## src/dbwa_pkg.sv

```systemverilog
`timescale 1ns / 1ps

package dbwa_pkg;

  localparam int unsigned WIN_W     = 16;
  localparam int unsigned DLY_W     = 24;
  localparam int unsigned WORD_W    = 64;
  localparam int unsigned CFG_IDX_W = 3;
  localparam int unsigned CFG_DAT_W = 24;

  // Register indexes of the configuration port
  localparam logic [CFG_IDX_W-1:0] REG_MIN_WINDOW    = 3'd0;
  localparam logic [CFG_IDX_W-1:0] REG_PERIOD_SHRINK = 3'd1;
  localparam logic [CFG_IDX_W-1:0] REG_GROW_DELAY    = 3'd2;
  localparam logic [CFG_IDX_W-1:0] REG_SHRINK_DELAY  = 3'd3;
  localparam logic [CFG_IDX_W-1:0] REG_DELAY_CEILING = 3'd4;

  // Reset values of the configuration registers
  localparam logic [WIN_W-1:0] RST_MIN_WINDOW    = 16'd7;
  localparam logic [DLY_W-1:0] RST_PERIOD_SHRINK = 24'd40;
  localparam logic [DLY_W-1:0] RST_GROW_DELAY    = 24'd20;
  localparam logic [DLY_W-1:0] RST_SHRINK_DELAY  = 24'd100;
  localparam logic [DLY_W-1:0] RST_DELAY_CEILING = 24'd80000;

  typedef enum logic [1:0] {
    ACT_NONE   = 2'd0,
    ACT_SHRUNK = 2'd1,
    ACT_GROWN  = 2'd2
  } action_e;

  typedef struct packed {
    logic busy;
    logic done;
  } rem_status_t;

endpackage

```

## src/dbwa_rem.sv

```systemverilog
`timescale 1ns / 1ps

// Restoring bit-serial remainder: one dividend bit per cycle, one 17-bit
// compare/subtract shared across all steps.
module dbwa_rem
  import dbwa_pkg::*;
(
  input  logic              clk_i,
  input  logic              rst_ni,
  input  logic              start_i,
  input  logic [WORD_W-1:0] dividend_i,
  input  logic [WIN_W-1:0]  divisor_i,
  output rem_status_t       status_o,
  output logic [WIN_W-1:0]  rem_o
);

  localparam int unsigned CNT_W = $clog2(WORD_W);

  logic              busy_q, busy_d;
  logic              done_q, done_d;
  logic [CNT_W-1:0]  cnt_q, cnt_d;
  logic [WORD_W-1:0] dvd_q, dvd_d;
  logic [WIN_W-1:0]  dsr_q, dsr_d;
  logic [WIN_W-1:0]  rem_q, rem_d;

  logic [WIN_W:0] trial;
  logic [WIN_W:0] diff;

  assign trial = {rem_q, dvd_q[WORD_W-1]};
  assign diff  = trial - {1'b0, dsr_q};

  always_comb begin
    busy_d = busy_q;
    done_d = 1'b0;
    cnt_d  = cnt_q;
    dvd_d  = dvd_q;
    dsr_d  = dsr_q;
    rem_d  = rem_q;
    if (start_i) begin
      busy_d = 1'b1;
      cnt_d  = CNT_W'(WORD_W - 1);
      dvd_d  = dividend_i;
      dsr_d  = divisor_i;
      rem_d  = '0;
    end else if (busy_q) begin
      // for a nonzero divisor the remainder stays below it, so either branch fits WIN_W
      if (trial >= {1'b0, dsr_q}) begin
        rem_d = diff[WIN_W-1:0];
      end else begin
        rem_d = trial[WIN_W-1:0];
      end
      dvd_d = {dvd_q[WORD_W-2:0], 1'b0};
      cnt_d = cnt_q - 1'b1;
      if (cnt_q == '0) begin
        busy_d = 1'b0;
        done_d = 1'b1;
      end
    end
  end

  always_ff @(posedge clk_i or negedge rst_ni) begin
    if (!rst_ni) begin
      busy_q <= 1'b0;
      done_q <= 1'b0;
      cnt_q  <= '0;
    end else begin
      busy_q <= busy_d;
      done_q <= done_d;
      cnt_q  <= cnt_d;
    end
  end

  always_ff @(posedge clk_i) begin
    dvd_q <= dvd_d;
    dsr_q <= dsr_d;
    rem_q <= rem_d;
  end

  assign status_o.busy = busy_q;
  assign status_o.done = done_q;
  assign rem_o         = rem_q;

endmodule

```

## src/delay_based_window_adjust.sv

```systemverilog
`timescale 1ns / 1ps

// Channel | Direction | Handshake               | Payload
// --------+-----------+-------------------------+---------------------------------
// in      | input     | in_valid_i / in_stall_o | seq_acked, send_time, recv_time
// out     | output    | out_valid_o / out_stall_i | window, action
// cfg     | input     | cfg_valid_i / cfg_ready_o | cfg_index_i, cfg_data_i
//
// One ack goes from acceptance to a loaded output register in steps:
// the delay bands are latched at acceptance, then the bit-serial
// remainder unit runs (seq_acked mod window, one bit a cycle), then the
// periodic flag is latched, then the window update step loads the output
// register once it is free. The next ack is accepted only after that
// update step. The input stalls for the whole time; a result held in
// the output register does not block the next ack until its update step.
// Reset (async, active low) sets the window to INITIAL_WINDOW and the
// registers to their defaults. The config port is always ready.
module delay_based_window_adjust
  import dbwa_pkg::*;
#(
  parameter logic [WIN_W-1:0] INITIAL_WINDOW = 16'd20,
  parameter logic [WIN_W-1:0] MAX_WINDOW     = 16'd65535
) (
  input  logic                 clk_i,
  input  logic                 rst_ni,
  input  logic                 in_valid_i,
  output logic                 in_stall_o,
  input  logic [WORD_W-1:0]    in_seq_acked_i,
  input  logic [WORD_W-1:0]    in_send_time_i,
  input  logic [WORD_W-1:0]    in_recv_time_i,
  output logic                 out_valid_o,
  input  logic                 out_stall_i,
  output logic [WIN_W-1:0]     out_window_o,
  output logic [1:0]           out_action_o,
  input  logic                 cfg_valid_i,
  output logic                 cfg_ready_o,
  input  logic [CFG_IDX_W-1:0] cfg_index_i,
  input  logic [CFG_DAT_W-1:0] cfg_data_i
);

  typedef enum logic [1:0] {
    ST_IDLE,
    ST_DIV,
    ST_UPD
  } state_e;

  state_e state_q;

  logic [WIN_W-1:0] min_window_q;
  logic [DLY_W-1:0] period_shrink_q;
  logic [DLY_W-1:0] grow_delay_q;
  logic [DLY_W-1:0] shrink_delay_q;
  logic [DLY_W-1:0] delay_ceiling_q;

  logic [WIN_W-1:0] cwnd_q;
  logic             per_shrink_q;
  logic             grow_q;
  logic             shrink_q;
  logic             periodic_q;
  logic             out_valid_q;
  logic [WIN_W-1:0] out_window_q;
  action_e          out_action_q;

  logic              in_fire;
  logic              out_free;
  logic [WORD_W-1:0] delay;
  logic              delay_hi;
  logic [DLY_W-1:0]  delay_lo;
  logic              below_ceiling;
  rem_status_t       rem_status;
  logic [WIN_W-1:0]  rem;

  logic [WIN_W-1:0] w_shr;
  logic [WIN_W-1:0] w_new;
  action_e          act_new;

  assign in_fire    = in_valid_i && !in_stall_o;
  assign in_stall_o = (state_q != ST_IDLE);
  assign out_free   = !out_valid_q || !out_stall_i;

  // delay bands: upper 40 bits nonzero puts the delay above any 24-bit bound
  assign delay         = in_recv_time_i - in_send_time_i;
  assign delay_hi      = |delay[WORD_W-1:DLY_W];
  assign delay_lo      = delay[DLY_W-1:0];
  assign below_ceiling = !delay_hi && (delay_lo < delay_ceiling_q);

  dbwa_rem u_rem (
    .clk_i      (clk_i),
    .rst_ni     (rst_ni),
    .start_i    (in_fire),
    .dividend_i (in_seq_acked_i),
    .divisor_i  (cwnd_q),
    .status_o   (rem_status),
    .rem_o      (rem)
  );

  always_comb begin
    logic do_shrink;
    do_shrink = periodic_q ? per_shrink_q : shrink_q;
    w_shr     = cwnd_q;
    if (do_shrink && (cwnd_q > min_window_q) && (cwnd_q > WIN_W'(1))) begin
      w_shr = cwnd_q - 1'b1;
    end
    w_new = w_shr;
    if (periodic_q && grow_q && (w_shr < MAX_WINDOW)) begin
      w_new = w_shr + 1'b1;
    end
    if (w_new < cwnd_q) begin
      act_new = ACT_SHRUNK;
    end else if (w_new > cwnd_q) begin
      act_new = ACT_GROWN;
    end else begin
      act_new = ACT_NONE;
    end
  end

  always_ff @(posedge clk_i or negedge rst_ni) begin
    if (!rst_ni) begin
      state_q     <= ST_IDLE;
      cwnd_q      <= INITIAL_WINDOW;
      out_valid_q <= 1'b0;
    end else begin
      if (out_valid_q && !out_stall_i && (state_q != ST_UPD)) begin
        out_valid_q <= 1'b0;
      end
      unique case (state_q)
        ST_IDLE: begin
          if (in_fire) begin
            state_q <= ST_DIV;
          end
        end
        ST_DIV: begin
          if (rem_status.done) begin
            state_q <= ST_UPD;
          end
        end
        ST_UPD: begin
          if (out_free) begin
            cwnd_q      <= w_new;
            out_valid_q <= 1'b1;
            state_q     <= ST_IDLE;
          end else begin
            out_valid_q <= 1'b1;
          end
        end
        default: state_q <= ST_IDLE;
      endcase
    end
  end

  always_ff @(posedge clk_i) begin
    if (in_fire) begin
      per_shrink_q <= (delay_hi || (delay_lo > period_shrink_q)) && below_ceiling;
      grow_q       <= !delay_hi && (delay_lo != '0) && (delay_lo < grow_delay_q);
      shrink_q     <= (delay_hi || (delay_lo > shrink_delay_q)) && below_ceiling;
    end
    if (state_q == ST_DIV && rem_status.done) begin
      // a zero window counts as periodic
      periodic_q <= (rem == '0) || (cwnd_q == '0);
    end
    if (state_q == ST_UPD && out_free) begin
      out_window_q <= w_new;
      out_action_q <= act_new;
    end
  end

  always_ff @(posedge clk_i or negedge rst_ni) begin
    if (!rst_ni) begin
      min_window_q    <= RST_MIN_WINDOW;
      period_shrink_q <= RST_PERIOD_SHRINK;
      grow_delay_q    <= RST_GROW_DELAY;
      shrink_delay_q  <= RST_SHRINK_DELAY;
      delay_ceiling_q <= RST_DELAY_CEILING;
    end else if (cfg_valid_i && cfg_ready_o) begin
      unique case (cfg_index_i)
        REG_MIN_WINDOW:    min_window_q    <= cfg_data_i[WIN_W-1:0];
        REG_PERIOD_SHRINK: period_shrink_q <= cfg_data_i;
        REG_GROW_DELAY:    grow_delay_q    <= cfg_data_i;
        REG_SHRINK_DELAY:  shrink_delay_q  <= cfg_data_i;
        REG_DELAY_CEILING: delay_ceiling_q <= cfg_data_i;
        default: ;
      endcase
    end
  end

  assign cfg_ready_o  = 1'b1;
  assign out_valid_o  = out_valid_q;
  assign out_window_o = out_window_q;
  assign out_action_o = out_action_q;

`ifndef SYNTHESIS
  a_window_nonzero: assert property (@(posedge clk_i) disable iff (!rst_ni)
    out_valid_o |-> (out_window_o != '0))
    else $error("window reported as zero");

  a_busy_after_accept: assert property (@(posedge clk_i) disable iff (!rst_ni)
    (in_valid_i && !in_stall_o) |=> (in_stall_o && rem_status.busy))
    else $error("remainder unit not started on accepted transaction");

  a_action_code: assert property (@(posedge clk_i) disable iff (!rst_ni)
    out_valid_o |-> (out_action_o == ACT_NONE || out_action_o == ACT_SHRUNK ||
                     out_action_o == ACT_GROWN))
    else $error("undefined action code");

  a_div_done_in_div: assert property (@(posedge clk_i) disable iff (!rst_ni)
    rem_status.done |-> (state_q == ST_DIV))
    else $error("remainder done outside divide state");
`endif

endmodule
```

## config.mk

```make
export PLATFORM = sky130hd
export DESIGN_NAME = delay_based_window_adjust
export DESIGN_NICKNAME = d
export VERILOG_FILES = /design/src/dbwa_pkg.sv /design/src/dbwa_rem.sv /design/src/delay_based_window_adjust.sv
export SDC_FILE = /design/constraint.sdc
export NUM_CORES = 1
export LEC_CHECK = 0
export BUFFER_PORTS_ARGS = -buffer_cell sky130_fd_sc_hd__buf_2
export CORE_ASPECT_RATIO = 2
export CORE_UTILIZATION = 50
export CTS_CLUSTER_DIAMETER = 30
export DETAILED_ROUTE_END_ITERATION = 7
export GPL_ROUTABILITY_DRIVEN = 0
export GPL_TIMING_DRIVEN = 0
export PLACE_DENSITY = 0.7
export SLEW_MARGIN = 25
export SYNTH_ARGS = -nofsm -noshare
export SYNTH_HDL_FRONTEND = slang
export SYNTH_SLANG_ARGS = --single-unit
```

## constraint.sdc

```tcl
create_clock -name clk_i -period 7 [get_ports clk_i]
set_clock_uncertainty 0.05 [all_clocks]
set_input_delay 0.7 -clock clk_i [delete_from_list [all_inputs] [get_ports clk_i]]
set_output_delay 0.7 -clock clk_i [all_outputs]
set_load 0.005 [all_outputs]
```

# Yosys cells after proc, flatten, opt, wreduce, memory -nomap -nowiden
# Cells that the tools add are included.
# word_totals
in_bits	224
output_inout_bits	21
regBits	257
elab_cells	105
# classes
reduce_logical	39
n_eq_ne	10
n_mux	21
order_cmp	10
n_addsub	5
# ops
cell	n
$mux W64	2
$sub A64 B64 Y64	1
$gt A24 B24 Y1	2
$lt A24 B24 Y1	2
$mux W16	3
$reduce_or A40 Y1	1
$gt A16 B16 Y1	2
$logic_not A16 Y1	2
$reduce_bool A24 Y1	1
$ge A17 B16 Y1	1
$add A16 B1 Y16 const B	1
$gt A16 B1 Y1 const B	1
$lt A16 B16 Y1	1
$lt A16 B16 Y1 const B	1
$sub A16 B1 Y16 const B	1
$sub A16 B16 Y16	1
$logic_and A1 B1 Y1	14
$mux W6	2
$reduce_and A2 Y1	6
$mux W1	9
$mux W2	4
$eq A3 B2 Y1 const B	2
$logic_not A6 Y1	1
$ne A2 B2 Y1 const B	3
13 further kinds	21

# Depth between registers and ports, before layout
# Gate-level depths: netlist (run 1).
# logic_depth
depth_word	9
depth_mapped	28
depth_no_buf	28

# Hierarchy
# From an unflattened synthesis (run 1), not the netlist that was laid out.
# unflattened
cells_unflattened	2176
hier_area_um2	19531.2
# by_module_without_submodules
mod	cells_per_inst	area_each_um2	n_inst	seq_area_each_um2
delay_based_window_adjust	1755	14189.9	1	3960.0
dbwa_rem	421	5341.4	1	2922.8

# Least setup slack after synthesis (run 1)
# Ideal clock, no wire load.
# synth_path
kind	register to register
startpoint	register cwnd_q[11]
endpoint	register out_action_q[1], in the netlist out_action_o[1] (data pin)
stages_incl_launch_ff	26
setup_slack_ns	1.739
required_ns	6.689
setup_time_ns	0.261
period_less_slack_ns	5.261
t_arrival_ns	4.950
path_buffers	0
cell_sequence	dfrtp_1 > or4_4 > nand2b_4 > or3_4 > o211ai_2 > nand2_1 > o21ai_0 > ha_1 > o21ai_1 > or3_1 > nor3b_4 > nor2_1 > mux2_2 > ha_1 > nor2b_1 > o21a_1 > o21ai_0 > nand2b_1 > a21oi_1 > nor2b_1 > o21ai_0 > nand2b_1 > a21oi_1 > o31ai_1 > a31oi_1 > a21oi_1
# synth_between
elab_chain_len	9
elab_cells_between_ends	13
cone_classes	2 x add/sub; 5 x order compare; 3 x mux; 3 x reduce/logical
# synth_rtl
item	line_no	source
from (decl)	delay_based_window_adjust.sv:55	logic [WIN_W-1:0] cwnd_q;
from (signal assigned)	delay_based_window_adjust.sv:139	cwnd_q <= w_new;
$gt A16 B16 Y1	delay_based_window_adjust.sv:101	if (do_shrink && (cwnd_q > min_window_q) && (cwnd_q > WIN_W'(1))) begin
$logic_and A1 B1 Y1 (2 in a row)	delay_based_window_adjust.sv:101	
$mux W16 (*)	delay_based_window_adjust.sv:101	
$lt A16 B16 Y1	delay_based_window_adjust.sv:105	if (periodic_q && grow_q && (w_shr < MAX_WINDOW)) begin
$logic_and A1 B1 Y1	delay_based_window_adjust.sv:105	
$mux W16 (*)	delay_based_window_adjust.sv:105	
via w_new[1]	delay_based_window_adjust.sv:74	logic [WIN_W-1:0] w_new;
$gt A16 B16 Y1	delay_based_window_adjust.sv:110	end else if (w_new > cwnd_q) begin
$mux W2	delay_based_window_adjust.sv:110	
to (signal assigned)	delay_based_window_adjust.sv:163	out_action_q <= act_new;
to (decl)	delay_based_window_adjust.sv:62	action_e out_action_q;
# Mark *: on every way through the listed nets, which the timed path passes. The rest lies on a longest branch.
# A chain may end at the register's enable or synchronous reset.

# Final worst setup path (run 1)
# layout_path
startpoint	register cwnd_q[15]
endpoint	register out_action_q[1], in the netlist out_action_o[1] (data pin)
# The elaborated chain is that of the path after synthesis.

==> results of run 1 <==
power by group:
part	total [mW]	switching (mW)	internal, mW
Sequential	2.28	0.180	2.10
Combinational	2.36	1.43	0.930
Clock	1.84	0.796	1.04
critical path, delay by kind of cell, from the launching register on:
family	cells	cell delay (ns)
simple gates	9	2.10
compound gates	13	2.24
flops	1	0.53
mux	1	0.35
fa+ha+maj	3	0.97
kinds of logic after synthesis:
group / synth area share, %
buffers and inverters: 6.27
flip-flops: 35.9
XOR/XNOR: 4.52
other: 0.0195
AO/OA/AOI/OAI: 16.4
adder cells (fa/ha/maj): 13.9
AND/OR/NAND/NOR: 19.8
multiplexers: 3.19
routing by layer:
metal  wire length, µm  global-route usage [%]
met2             31600                    58.9
met5                 0                       0
met3              2730                    4.15
met1             18900                    26.7
met4              6430                    29.6
metrics by stage:
stage / cells / power (mW)
5_1_grt: 3030 / 6.89
3_3_place_gp: 2963 / 4.50
4_1_cts: 3030 / 6.49
3_5_place_dp: 2966 / 4.62
6_report: 3030 / 6.48
2_1_floorplan: 2257 / 3.90
layout make-up:
type | count | share of cell area [%]
timing repair buffer | 246 | 5.86
clock inverter | 25 | 1.33
multi-input combinational | 1686 | 49.8
inverter | 230 | 3.88
tap | 463 | 2.60
buffer | 84 | 1.53
clock buffer | 39 | 4.13
sequential | 257 | 30.8
Yosys cell counts (30+ instances only):
library cell and count:
sky130_fd_sc_hd__nor2b_1 30, sky130_fd_sc_hd__a21o_1 47, sky130_fd_sc_hd__nor2_1 90, sky130_fd_sc_hd__nor3_1 45, sky130_fd_sc_hd__ha_1 210, sky130_fd_sc_hd__xor2_1 36, sky130_fd_sc_hd__nand3_1 41, sky130_fd_sc_hd__a21oi_1 129
sky130_fd_sc_hd__edfxtp_1 102, sky130_fd_sc_hd__inv_1 227, sky130_fd_sc_hd__mux2_2 34, sky130_fd_sc_hd__clkbuf_1 66, sky130_fd_sc_hd__o21ai_0 189, sky130_fd_sc_hd__xnor2_1 63, sky130_fd_sc_hd__dfrtp_1 122, sky130_fd_sc_hd__nand2_1 424
sky130_fd_sc_hd__nand4_1 61, sky130_fd_sc_hd__nand2b_1 32
worst paths after layout:
path / start / end / slack [ns] / depth (start not counted)
max in group asynchronous: rst_ni / grow_delay_q[4]$_DFFE_PN1P_ / 6.02 / 2
min reg2reg: shrink_delay_q[17]$_DFFE_PN0P_ / shrink_delay_q[17]$_DFFE_PN0P_ / 0.46 / 1
min: rst_ni / cwnd_q[10]$_DFFE_PN0P_ / 0.04 / 1
min in group clk_i: out_stall_i / out_valid_o$_DFFE_PN0P_ / 0.35 / 3
max: cwnd_q[15]$_DFFE_PN0P_ / out_action_o[1]$_SDFFCE_PN0P_ / 0.47 / 26
max reg2reg: cwnd_q[15]$_DFFE_PN0P_ / out_action_o[1]$_SDFFCE_PN0P_ / 0.47 / 26
state kept, by name (all words and copies together) (netlist names), 2 cells and up:
register and flops:
shrink_delay_q 24, min_window_q 16, u_rem.dvd_q 64, u_rem.dsr_q 16, cwnd_q 16, u_rem.rem_o 16
out_window_o 16, delay_ceiling_q 24, u_rem.cnt_q 6, grow_delay_q 24, period_shrink_q 24, state_q 2
out_action_o 2
==> run summary, run 1 <==
The flow ran to the end, and the final reports show no timing, DRC or antenna violations. The share of the Yosys chip area taken by registers is 35.9%. Final hold violation count: 0.

Summed over all layers, the routed wires come to 59700 µm. For the cell row count, the log shows 101. The initial utilization of the core area, before any placement, comes to 50.6%. The initial antenna violation count was 0. Along the worst path, the maximum fanout reaches 7.

The total area inside the core boundary comes to 0.0379 mm². The first global-routing pass estimated 92600 µm of wire. For the combined flip-flop and latch cell area, the log shows 0.00688 mm². STA puts the critical path data arrival time at 6.76 ns.

Synthesis produced a netlist whose cell count is 2257. The run gives 257 as the TritonCTS sink count. TritonCTS built the clock tree. Ranked by total cell area, the synthesized netlist is headed by sky130_fd_sc_hd__edfxtp_1 (16%), sky130_fd_sc_hd__dfrtp_1 (16%), sky130_fd_sc_hd__ha_1 (14%), sky130_fd_sc_hd__nand2_1 (8.3%), sky130_fd_sc_hd__o21ai_0 (4.9%).

Hold timing on the final database bottoms out at a slack of 0.0397 ns. The tightest min-delay check is of the in2async type. The count of nets left with antenna violations after detail routing was 0; the global routing usage summed across all routing layers was 30.7%.

The fraction of the core area covered by cells at the end of the flow was 58.9%; the headroom to the max-slew limit was 37.6%. Final sum of negative setup slack: 0 ns. The actual slew at the worst max-slew pin is 0.933 ns. The via count of the first global-routing pass is 18.3k, and the overall die area is 0.0392 mm².

The post-CTS setup buffer count was 0. Of the available clock period, the critical path in the final layout requires 93.3%. The insertion delay to the later sink of the worst-skew pair is 0.55 ns. The tree is rooted in a sky130_fd_sc_hd__clkbuf_16. The final HPWL from detailed placement was 47500 µm; the ratio of total power to cell area was 290 mW/mm². Hold repair after CTS inserted 0 buffers. For this run, asynchronously set or reset flops after synthesis account for 54.1%. STA classifies the critical path startpoint as a flip-flop.

Leaving out fill and tap cells, the most frequent cell in the layout is sky130_fd_sc_hd__nand2_1. Setup repair after global routing left no endpoint under its margin. The maximum VDD drop came out at 168 µV. The highest cell delay on the worst timing path came out at 0.53 ns.

In this run the cell area of the synthesized design comes to 0.0192 mm². The analysis attributes to cell leakage a power of 10.5 nW. Counting every net in the synthesized netlist gives 2693. The post-route netlist has 16.4% of its cells at a drive strength greater than 1. The die is 141 µm wide. Each instance of the synthesized netlist takes up on average 8.50 µm². The clock-pin slew of the registers on the worst-case setup and hold paths was 0.05 ns.

In this run the cell area measured after placement is 0.0211 mm². The first routing iteration left 788 violations. In this run, post-CTS repair resized a total of 0 instances. Data on the critical path is required at its endpoint by 7.23 ns. The area share of the largest cell type after synthesis came out at 16.0%. For the finished layout, the period the worst path requires is 6.53 ns. The tools report the number of fill cells as 3415.

Timing analysis after detailed placement gives a worst setup slack of 0.415 ns. For the count of TritonRoute iterations in the first routing pass, the log shows 7. The highest-delay cell along the critical path was sky130_fd_sc_hd__dfrtp_1. The number of max-slew violations in the final report came out at 0. Cell type with the highest aggregate area in the netlist: sky130_fd_sc_hd__edfxtp_1. The maximum achievable frequency was 153 MHz. 245 I/O pins were placed. The sum of overflow across all layers after global routing is 0. The synthesized design contains 257 register bits. The growth of design area from synthesis to finish was 16.3%; the number of buffers created by CTS was 35. The tools report the area taken by multi-input logic gates as 0.0111 mm². The net count of the finished layout is 2976, and the setup slack of the critical path after layout is 0.471 ns. Measured along the y axis, the die boundary spans 279 µm. In the routed design, unresolved DRC markers number 0. Synthesis instantiated 91 different standard cells from the library. The tool flagged a number of max-cap violations equal to 0. The primary flip-flop cell chosen by synthesis mapping is sky130_fd_sc_hd__dfrtp_1.

The pin count of the biggest net entering global routing was 88. The logs give 0 for the antenna diode count and 17.6k for the vias after detailed routing. The H-tree generated during clock tree synthesis spans 2 levels. The via count normalized by instance count was 5.82.

The worst setup path is captured at a flip-flop. During placement, the flow inserted port buffers numbering 243. The library cells used most frequently in the layout, excluding fill and tap cells, are sky130_fd_sc_hd__nand2_1 (424), sky130_fd_sc_hd__buf_2 (258), sky130_fd_sc_hd__inv_1 (226).

The number of warning messages in the yosys log is 0. Setup violations remaining at the end of the flow were counted as 0. The category of the most critical setup path is reg2reg. The number of enable flip-flop cells after synthesis was 102. After routing the design area is 0.0223 mm².

Largest buffer count on any clock path: 3. The average wire length per cell after detail routing is 19.7 µm.
Power figures use the tool's default switching activity.
==> run 2: changes to the inputs <==
- CORE_MARGIN: default -> 1.5
==> run summary, run 2 (synthesis results as in run 1) <==
The flow ran to the end, and the final reports show no timing, DRC or antenna violations. The count of nets left with antenna violations after detail routing was 0 (unchanged). The cell sitting at the root of the clock tree is a sky130_fd_sc_hd__clkbuf_16.

The wire length of the first global-routing pass was 93400 µm (+0.82%); the register-to-register path setup slack was 0.56 ns (+0.09 ns). STA classifies the critical path endpoint as a flip-flop. The initial antenna violation count came out at 1 (+1).

The tools report the met1 track utilization from global routing as 26.8% (+0.11 points). The required time of the critical path was 7.23 ns (about the same); the number of buffers created by CTS was 36 (+2.9%). The fraction of the core area covered by cells at the end of the flow was 59.0% (+0.086 points); the net count of the finished layout was 2977 (+0.034%). The number of remaining DRC errors was 0 (unchanged); the final critical path time including I/O delays and setup was 6.44 ns (-0.0887 ns). The highest net fanout along the worst path was 7 (unchanged); the number of max-slew violations in the final report was 0 (unchanged). For the final sum of negative setup slack, the log shows 0 ns (unchanged).

TritonCTS built the clock tree. Setup repair after global routing left no endpoint under its margin. For the count of TritonRoute iterations in the first routing pass, the log shows 5 (-2).

The total of hold buffers inserted after clock tree synthesis is 0 (unchanged), and the cell row count is 101 (unchanged). The clock-pin slew of the registers on the worst-case setup and hold paths came out at 0.05 ns (about the same). The ratio of total power to cell area was 293 mW/mm² (+0.94%).

The sum of overflow across all layers after global routing was 0 (unchanged). The worst setup path is launched from a flip-flop. The logs give 59.6% (+0.69 points) for the met2 capacity usage during global routing and 47900 µm (+0.97%) for the final HPWL from detailed placement. Counting flops per register, the top entry is u_rem.dvd_q. The iteration-0 DRC count of the detailed router came out at 957 (+21%). The actual slew at the worst max-slew pin works out to 0.945 ns (+0.0112 ns).

For the arrival time of data at the critical path endpoint, the log shows 6.67 ns (-0.09 ns). The I/O pin count was 245 (unchanged). Highest-delay cell along the critical path: sky130_fd_sc_hd__dfrtp_1.

The ratio of cells with drive above 1 in the final layout is 16.3% (-0.052 points), and the largest buffer count on any clock path is 3 (unchanged). The logs give 185 µV (+10%) for the maximum VDD drop and 155 MHz (+1.4%) for the maximum achievable frequency. The total power was 6.55 mW (+1.1%); the average wire length per cell after detail routing was 19.9 µm (+1.1%). Setup slack of the critical path after layout: 0.559 ns (+0.0887 ns). The insertion delay to the later sink of the worst-skew pair was 0.54 ns (about the same).

The tools report the pin count of the biggest net entering global routing as 92 (+4.5%). The via count normalized by instance count came out at 5.87 (+0.78%). For the final hold violation count, the log shows 0 (unchanged). The run gives 30.4% (-0.32 points) as the global routing usage summed across all routing layers. The run gives 0.0396 mm² (+1.1%) as the overall die area. For the leakage power figure, the log shows 10.5 nW (about the same). The floorplan die height is 280 µm (+0.36%). The worst register-to-register path begins at cwnd_q[15]$_DFFE_PN0P_. The count of buffer and inverter cells on the critical path works out to 0 (unchanged). The category of the most critical setup path was reg2reg. The via count of the first global-routing pass came out at 18.4k (+0.95%).

For the area inside the core boundary, the log shows 0.0379 mm² (unchanged). The class of the worst hold path is in2async. The highest cell delay on the worst timing path was 0.52 ns (about the same). The post-place setup slack is 0.511 ns (+0.0966 ns).

The final number of setup-violating endpoints was 0 (unchanged); the number of flip-flops under the largest register name was 64 (unchanged). The count of input and output buffers works out to 243 (unchanged). The library cells used most frequently in the layout, excluding fill and tap cells, are sky130_fd_sc_hd__nand2_1 (424), sky130_fd_sc_hd__buf_2 (258), sky130_fd_sc_hd__inv_1 (226). For the headroom to the max-slew limit, the log shows 37.0% (-0.53 points). The worst-case reg-to-reg path depth works out to 26 (unchanged). From synthesis to final layout, the design area changed by 16.5%.

For the effective utilization at floorplan, the log shows 50.6% (unchanged). The kind of cell adding the most delay to the critical path was compound AO/OA/AOI/OAI gates. The chip width is 142 µm (+0.71%).

After global routing, the most crowded layer is met2. The TritonCTS sink count is 257 (unchanged). Vias after detailed routing: 17.8k (+0.88%).

The final period utilization was 92.0% (-1.3 points); the fraction of met3 tracks used by global routing was 3.87% (-0.28 points). The routed wire length is 60400 µm (+1.2%). The tools report the capture instance of the worst register-to-register path as out_action_o[1]$_SDFFCE_PN0P_.

The level count of the clock H-tree is 2 (unchanged). The number of max-cap violations is 0 (unchanged). The most common cell after layout, fill and taps aside was sky130_fd_sc_hd__nand2_1.
run 2: worst max path at each step:
stage | startpoint | end | slack [ns] | cells past startpoint
floorplan | cwnd_q[11]$_DFFE_PN0P_ | out_action_o[1]$_SDFFCE_PN0P_ | 1.74 | 25
global placement | cwnd_q[15]$_DFFE_PN0P_ | out_action_o[1]$_SDFFCE_PN0P_ | 0.56 | 26
detailed placement | cwnd_q[14]$_DFFE_PN0P_ | out_action_o[1]$_SDFFCE_PN0P_ | 0.51 | 26
CTS | cwnd_q[15]$_DFFE_PN0P_ | out_action_o[1]$_SDFFCE_PN0P_ | 0.50 | 26
global route | cwnd_q[12]$_DFFE_PN0P_ | out_action_o[1]$_SDFFCE_PN0P_ | 0.05 | 25
finish | cwnd_q[15]$_DFFE_PN0P_ | out_action_o[1]$_SDFFCE_PN0P_ | 0.56 | 26
run 2: routing by layer:
metal	routed length, µm	share of wire, %
met5	13	0.022
met4	5720	9.5
met3	2710	4.5
met2	32900	54
met1	19100	32
run 2: per-stage QoR:
stage	std cells	hold WS (ns)	area (µm²)
detailed placement	2966	0.439	21100
CTS	3032	0.0338	22300
floorplan	2257	0.354	19200
finish	3033	0.0199	22400
global route	3032	0.0583	22300
global placement	2963	0.438	21000
run 2: power by group:
group	internal [mW]	switching [mW]	total, mW
clock network	1.13	0.766	1.89
logic	0.929	1.44	2.37
registers	2.10	0.184	2.29
total	4.16	2.39	6.55
run 2: layout make-up:
class / count / area [µm²]
fillers: 3422 / 15600
multi-input cells: 1686 / 11100
flip-flops and latches: 257 / 6880
repair buffers: 246 / 1310
clock buffers: 44 / 1000
inverters: 230 / 866
well taps: 463 / 579
plain buffers: 84 / 342
clock inverters: 22 / 244
diodes: 1 / 2.50
run 2: timing repair:
action,in CTS,in global routing
resized for setup,0,1
endpoints found under the setup margin,0,1
buffers inserted,0,0
==> run 3: changes to the inputs <==
--- a/config.mk
+++ b/config.mk
@@ -20 +20,2 @@
 export SYNTH_SLANG_ARGS = --single-unit
+export TNS_END_PERCENT = 1
==> constraint.sdc (replaced) <==
create_clock -name clk_i -period 7 [get_ports clk_i]
set_clock_uncertainty 0.05 [all_clocks]
set_input_delay 0.35 -clock clk_i [delete_from_list [all_inputs] [get_ports clk_i]]
set_output_delay 0.35 -clock clk_i [all_outputs]
set_load 0.005 [all_outputs]
==> run summary, run 3 (synthesis results as in run 1) <==
The I/O pin count was 245 (unchanged). Count of TritonRoute iterations in the first routing pass: 5 (unchanged). The portion of total power attributed to combinational logic was 36.2% (about the same); the number of flip-flops under the largest register name was 64 (unchanged).

For the antenna diode count, the log shows 0 (-1). The level count of the clock H-tree is 2 (unchanged), and the critical path depth in cells is 26 (unchanged). The final period utilization was 92.2% (+0.19 points). The number of max-cap violations was 0 (unchanged). The worst setup path is of the reg2reg kind. The vias after detailed routing was 17.9k (+0.30%); the actual slew at the worst max-slew pin was 0.968 ns (+0.0238 ns).

The maximum VDD drop was 184 µV (about the same). The internal cell power was 4.16 mW (about the same). Insertion delay to the later sink of the worst-skew pair: 0.54 ns (about the same). The switching power is 2.39 mW (-0.26%), and the routed wire length is 60400 µm (about the same). Setup repair after global routing left no endpoint under its margin. The highest net fanout along the worst path works out to 7 (unchanged). The highest-delay cell along the critical path is sky130_fd_sc_hd__dfrtp_1. The number of instances in the placed design is 2966 (unchanged), and the overall die area is 0.0396 mm² (unchanged). The logs give 10.5 nW (about the same) for the leakage power figure and 953 (-0.42%) for the iteration-0 DRC count of the detailed router. The tools report the initial antenna violation count as 1 (unchanged).

The final critical path time including I/O delays and setup came out at 6.45 ns (+0.0130 ns). The number of standard cells in the final layout excluding fillers came out at 3033 (unchanged). Ranked by flip-flop count, first place goes to u_rem.dvd_q. The run gives 0 ns (unchanged) as the final sum of negative setup slack.

The run gives 0 (unchanged) as the final hold violation count. The most common cell after layout, fill and taps aside was sky130_fd_sc_hd__nand2_1. The logs give 59.0% (about the same) for the fraction of the core area covered by cells at the end of the flow and 30.4% (unchanged) for the global routing usage summed across all routing layers. The total power is 6.55 mW (about the same), and the growth of design area from synthesis to finish is 16.5% (about the same). The via count normalized by instance count came out at 5.89 (+0.30%). Final HPWL from detailed placement: 47900 µm (unchanged). The ratio of total power to cell area was 293 mW/mm² (-0.12%); the area inside the core boundary was 0.0379 mm² (unchanged).

The run gives 0 (unchanged) as the count of nets left with antenna violations after detail routing. The net count of the finished layout is 2978 (+0.034%), and the number of remaining DRC errors is 0 (unchanged). The run gives 6.69 ns (+0.02 ns) as the arrival time of data at the critical path endpoint.

The worst-case reg-to-reg path depth came out at 26 (unchanged). The run gives 18.4k (unchanged) as the via count of the first global-routing pass. The logs give 257 (unchanged) for the TritonCTS sink count and 28.9% (about the same) for the clock network fraction of design power. The pin count of the biggest net entering global routing came out at 92 (unchanged). The count of input and output buffers is 243 (unchanged).

The library cells used most frequently in the layout, excluding fill and tap cells, are sky130_fd_sc_hd__nand2_1 (424), sky130_fd_sc_hd__buf_2 (258), sky130_fd_sc_hd__inv_1 (226). The run finished with clean final reports. TritonCTS built the clock tree. The tools report the effective utilization at floorplan as 50.6% (unchanged).

The required time of the critical path was 7.23 ns (about the same); the count of buffer and inverter cells on the critical path was 0 (unchanged). The average wire length per cell after detail routing works out to 19.9 µm (about the same). The sequential share of power came out at 34.9% (about the same). Wire length of the first global-routing pass: 93400 µm (unchanged). Post-place setup slack: 0.511 ns (unchanged). For the cell row count, the log shows 101 (unchanged).

The chip width is 142 µm (unchanged). The maximum achievable frequency was 155 MHz (-0.20%). The final number of setup-violating endpoints is 0 (unchanged).

The switching part of the total came out at 36.4% (-0.063 points). The run gives 3 (unchanged) as the largest buffer count on any clock path. In this run the worst hold path is classified as in2reg. The launching element type of the critical path was a flip-flop. The floorplan die height was 280 µm (unchanged); the headroom to the max-slew limit was 35.0% (-2.0 points).

Clock-pin slew of the registers on the worst-case setup and hold paths: 0.06 ns (about the same). In this design, the largest share of critical-path delay is due to compound AO/OA/AOI/OAI gates. The sum of overflow across all layers after global routing is 0 (unchanged), and the setup slack of the critical path after layout is 0.546 ns (-0.0130 ns). The number of max-slew violations in the final report is 0 (unchanged). Ratio of cells with drive above 1 in the final layout: 16.3% (about the same). Number of buffers created by CTS: 36 (unchanged).

STA classifies the critical path endpoint as a flip-flop. The worst hold path was traced through 3 stages. The clock root buffer master was sky130_fd_sc_hd__clkbuf_16. The highest cell delay on the worst timing path is 0.52 ns (about the same).
run 3: worst register-to-register path, delay by kind of cell, from the launching register on:
| family | cells | cell delay, ns |
|---|---|---|
| AOI/OAI and AO/OA | 13 | 2.25 |
| and+or+nand+nor | 9 | 2.08 |
| adders and majority gates | 3 | 0.96 |
| DFF | 1 | 0.52 |
| muxes | 1 | 0.35 |
run 3: metrics by stage:
| step | area (µm²) | hold WS, ns |
|---|---|---|
| 2_1_floorplan | 19200 | 0.00441 |
| 3_3_place_gp | 21000 | 0.438 |
| 3_5_place_dp | 21100 | 0.247 |
| 4_1_cts | 22300 | 0.00282 |
| 5_1_grt | 22400 | 0.0211 |
| 6_report | 22400 | 0.0112 |
run 3: path summary, 6_finish.rpt:
path / startpoint / to / slack, ns
setup / recovery: cwnd_q[15]$_DFFE_PN0P_ / out_action_o[1]$_SDFFCE_PN0P_ / 0.55
hold / removal: out_stall_i / out_valid_o$_DFFE_PN0P_ / 0.01
setup reg to reg: cwnd_q[15]$_DFFE_PN0P_ / out_action_o[1]$_SDFFCE_PN0P_ / 0.55
hold reg to reg: u_rem.rem_o[12]$_SDFFE_PP0P_ / u_rem.rem_o[12]$_SDFFE_PP0P_ / 0.46
max in group asynchronous: rst_ni / grow_delay_q[2]$_DFFE_PN1P_ / 5.79
min in group asynchronous: rst_ni / cwnd_q[9]$_DFFE_PN0P_ / 0.26
run 3: layout make-up:
cell class                 instances  area, µm²
sequential                       257       6880
buffer                            84        342
tap                              463        579
timing repair buffer             247       1320
inverter                         230        866
multi-input combinational       1686      11100
clock inverter                    22        244
fill                            3422      15600
clock buffer                      44       1000
run 3: what timing repair did:
action	in CTS	in global routing
endpoints found under the setup margin	0	1
hold buffers	1	0
resized for setup	0	1
setup buffers	0	0
endpoints found under the hold margin	45	0
run 3: power by group through the flow:
stage                     logic, mW  registers (mW)  clock network, mW
after floorplan                1.64            2.26                  0
after global placement         2.19            2.31                  0
after detailed placement       2.31            2.31                  0
after CTS                      2.34            2.28               1.91
after global routing           2.65            2.33               1.96
final                          2.37            2.29               1.89
run 3: layer usage:
metal  track usage [%]  wire (µm)  part of all wire (%)
met5                 0         13                 0.022
met1              26.8      18900                    31
met3              3.87       2880                   4.8
met2              59.6      33000                    55
met4              24.8       5560                   9.2
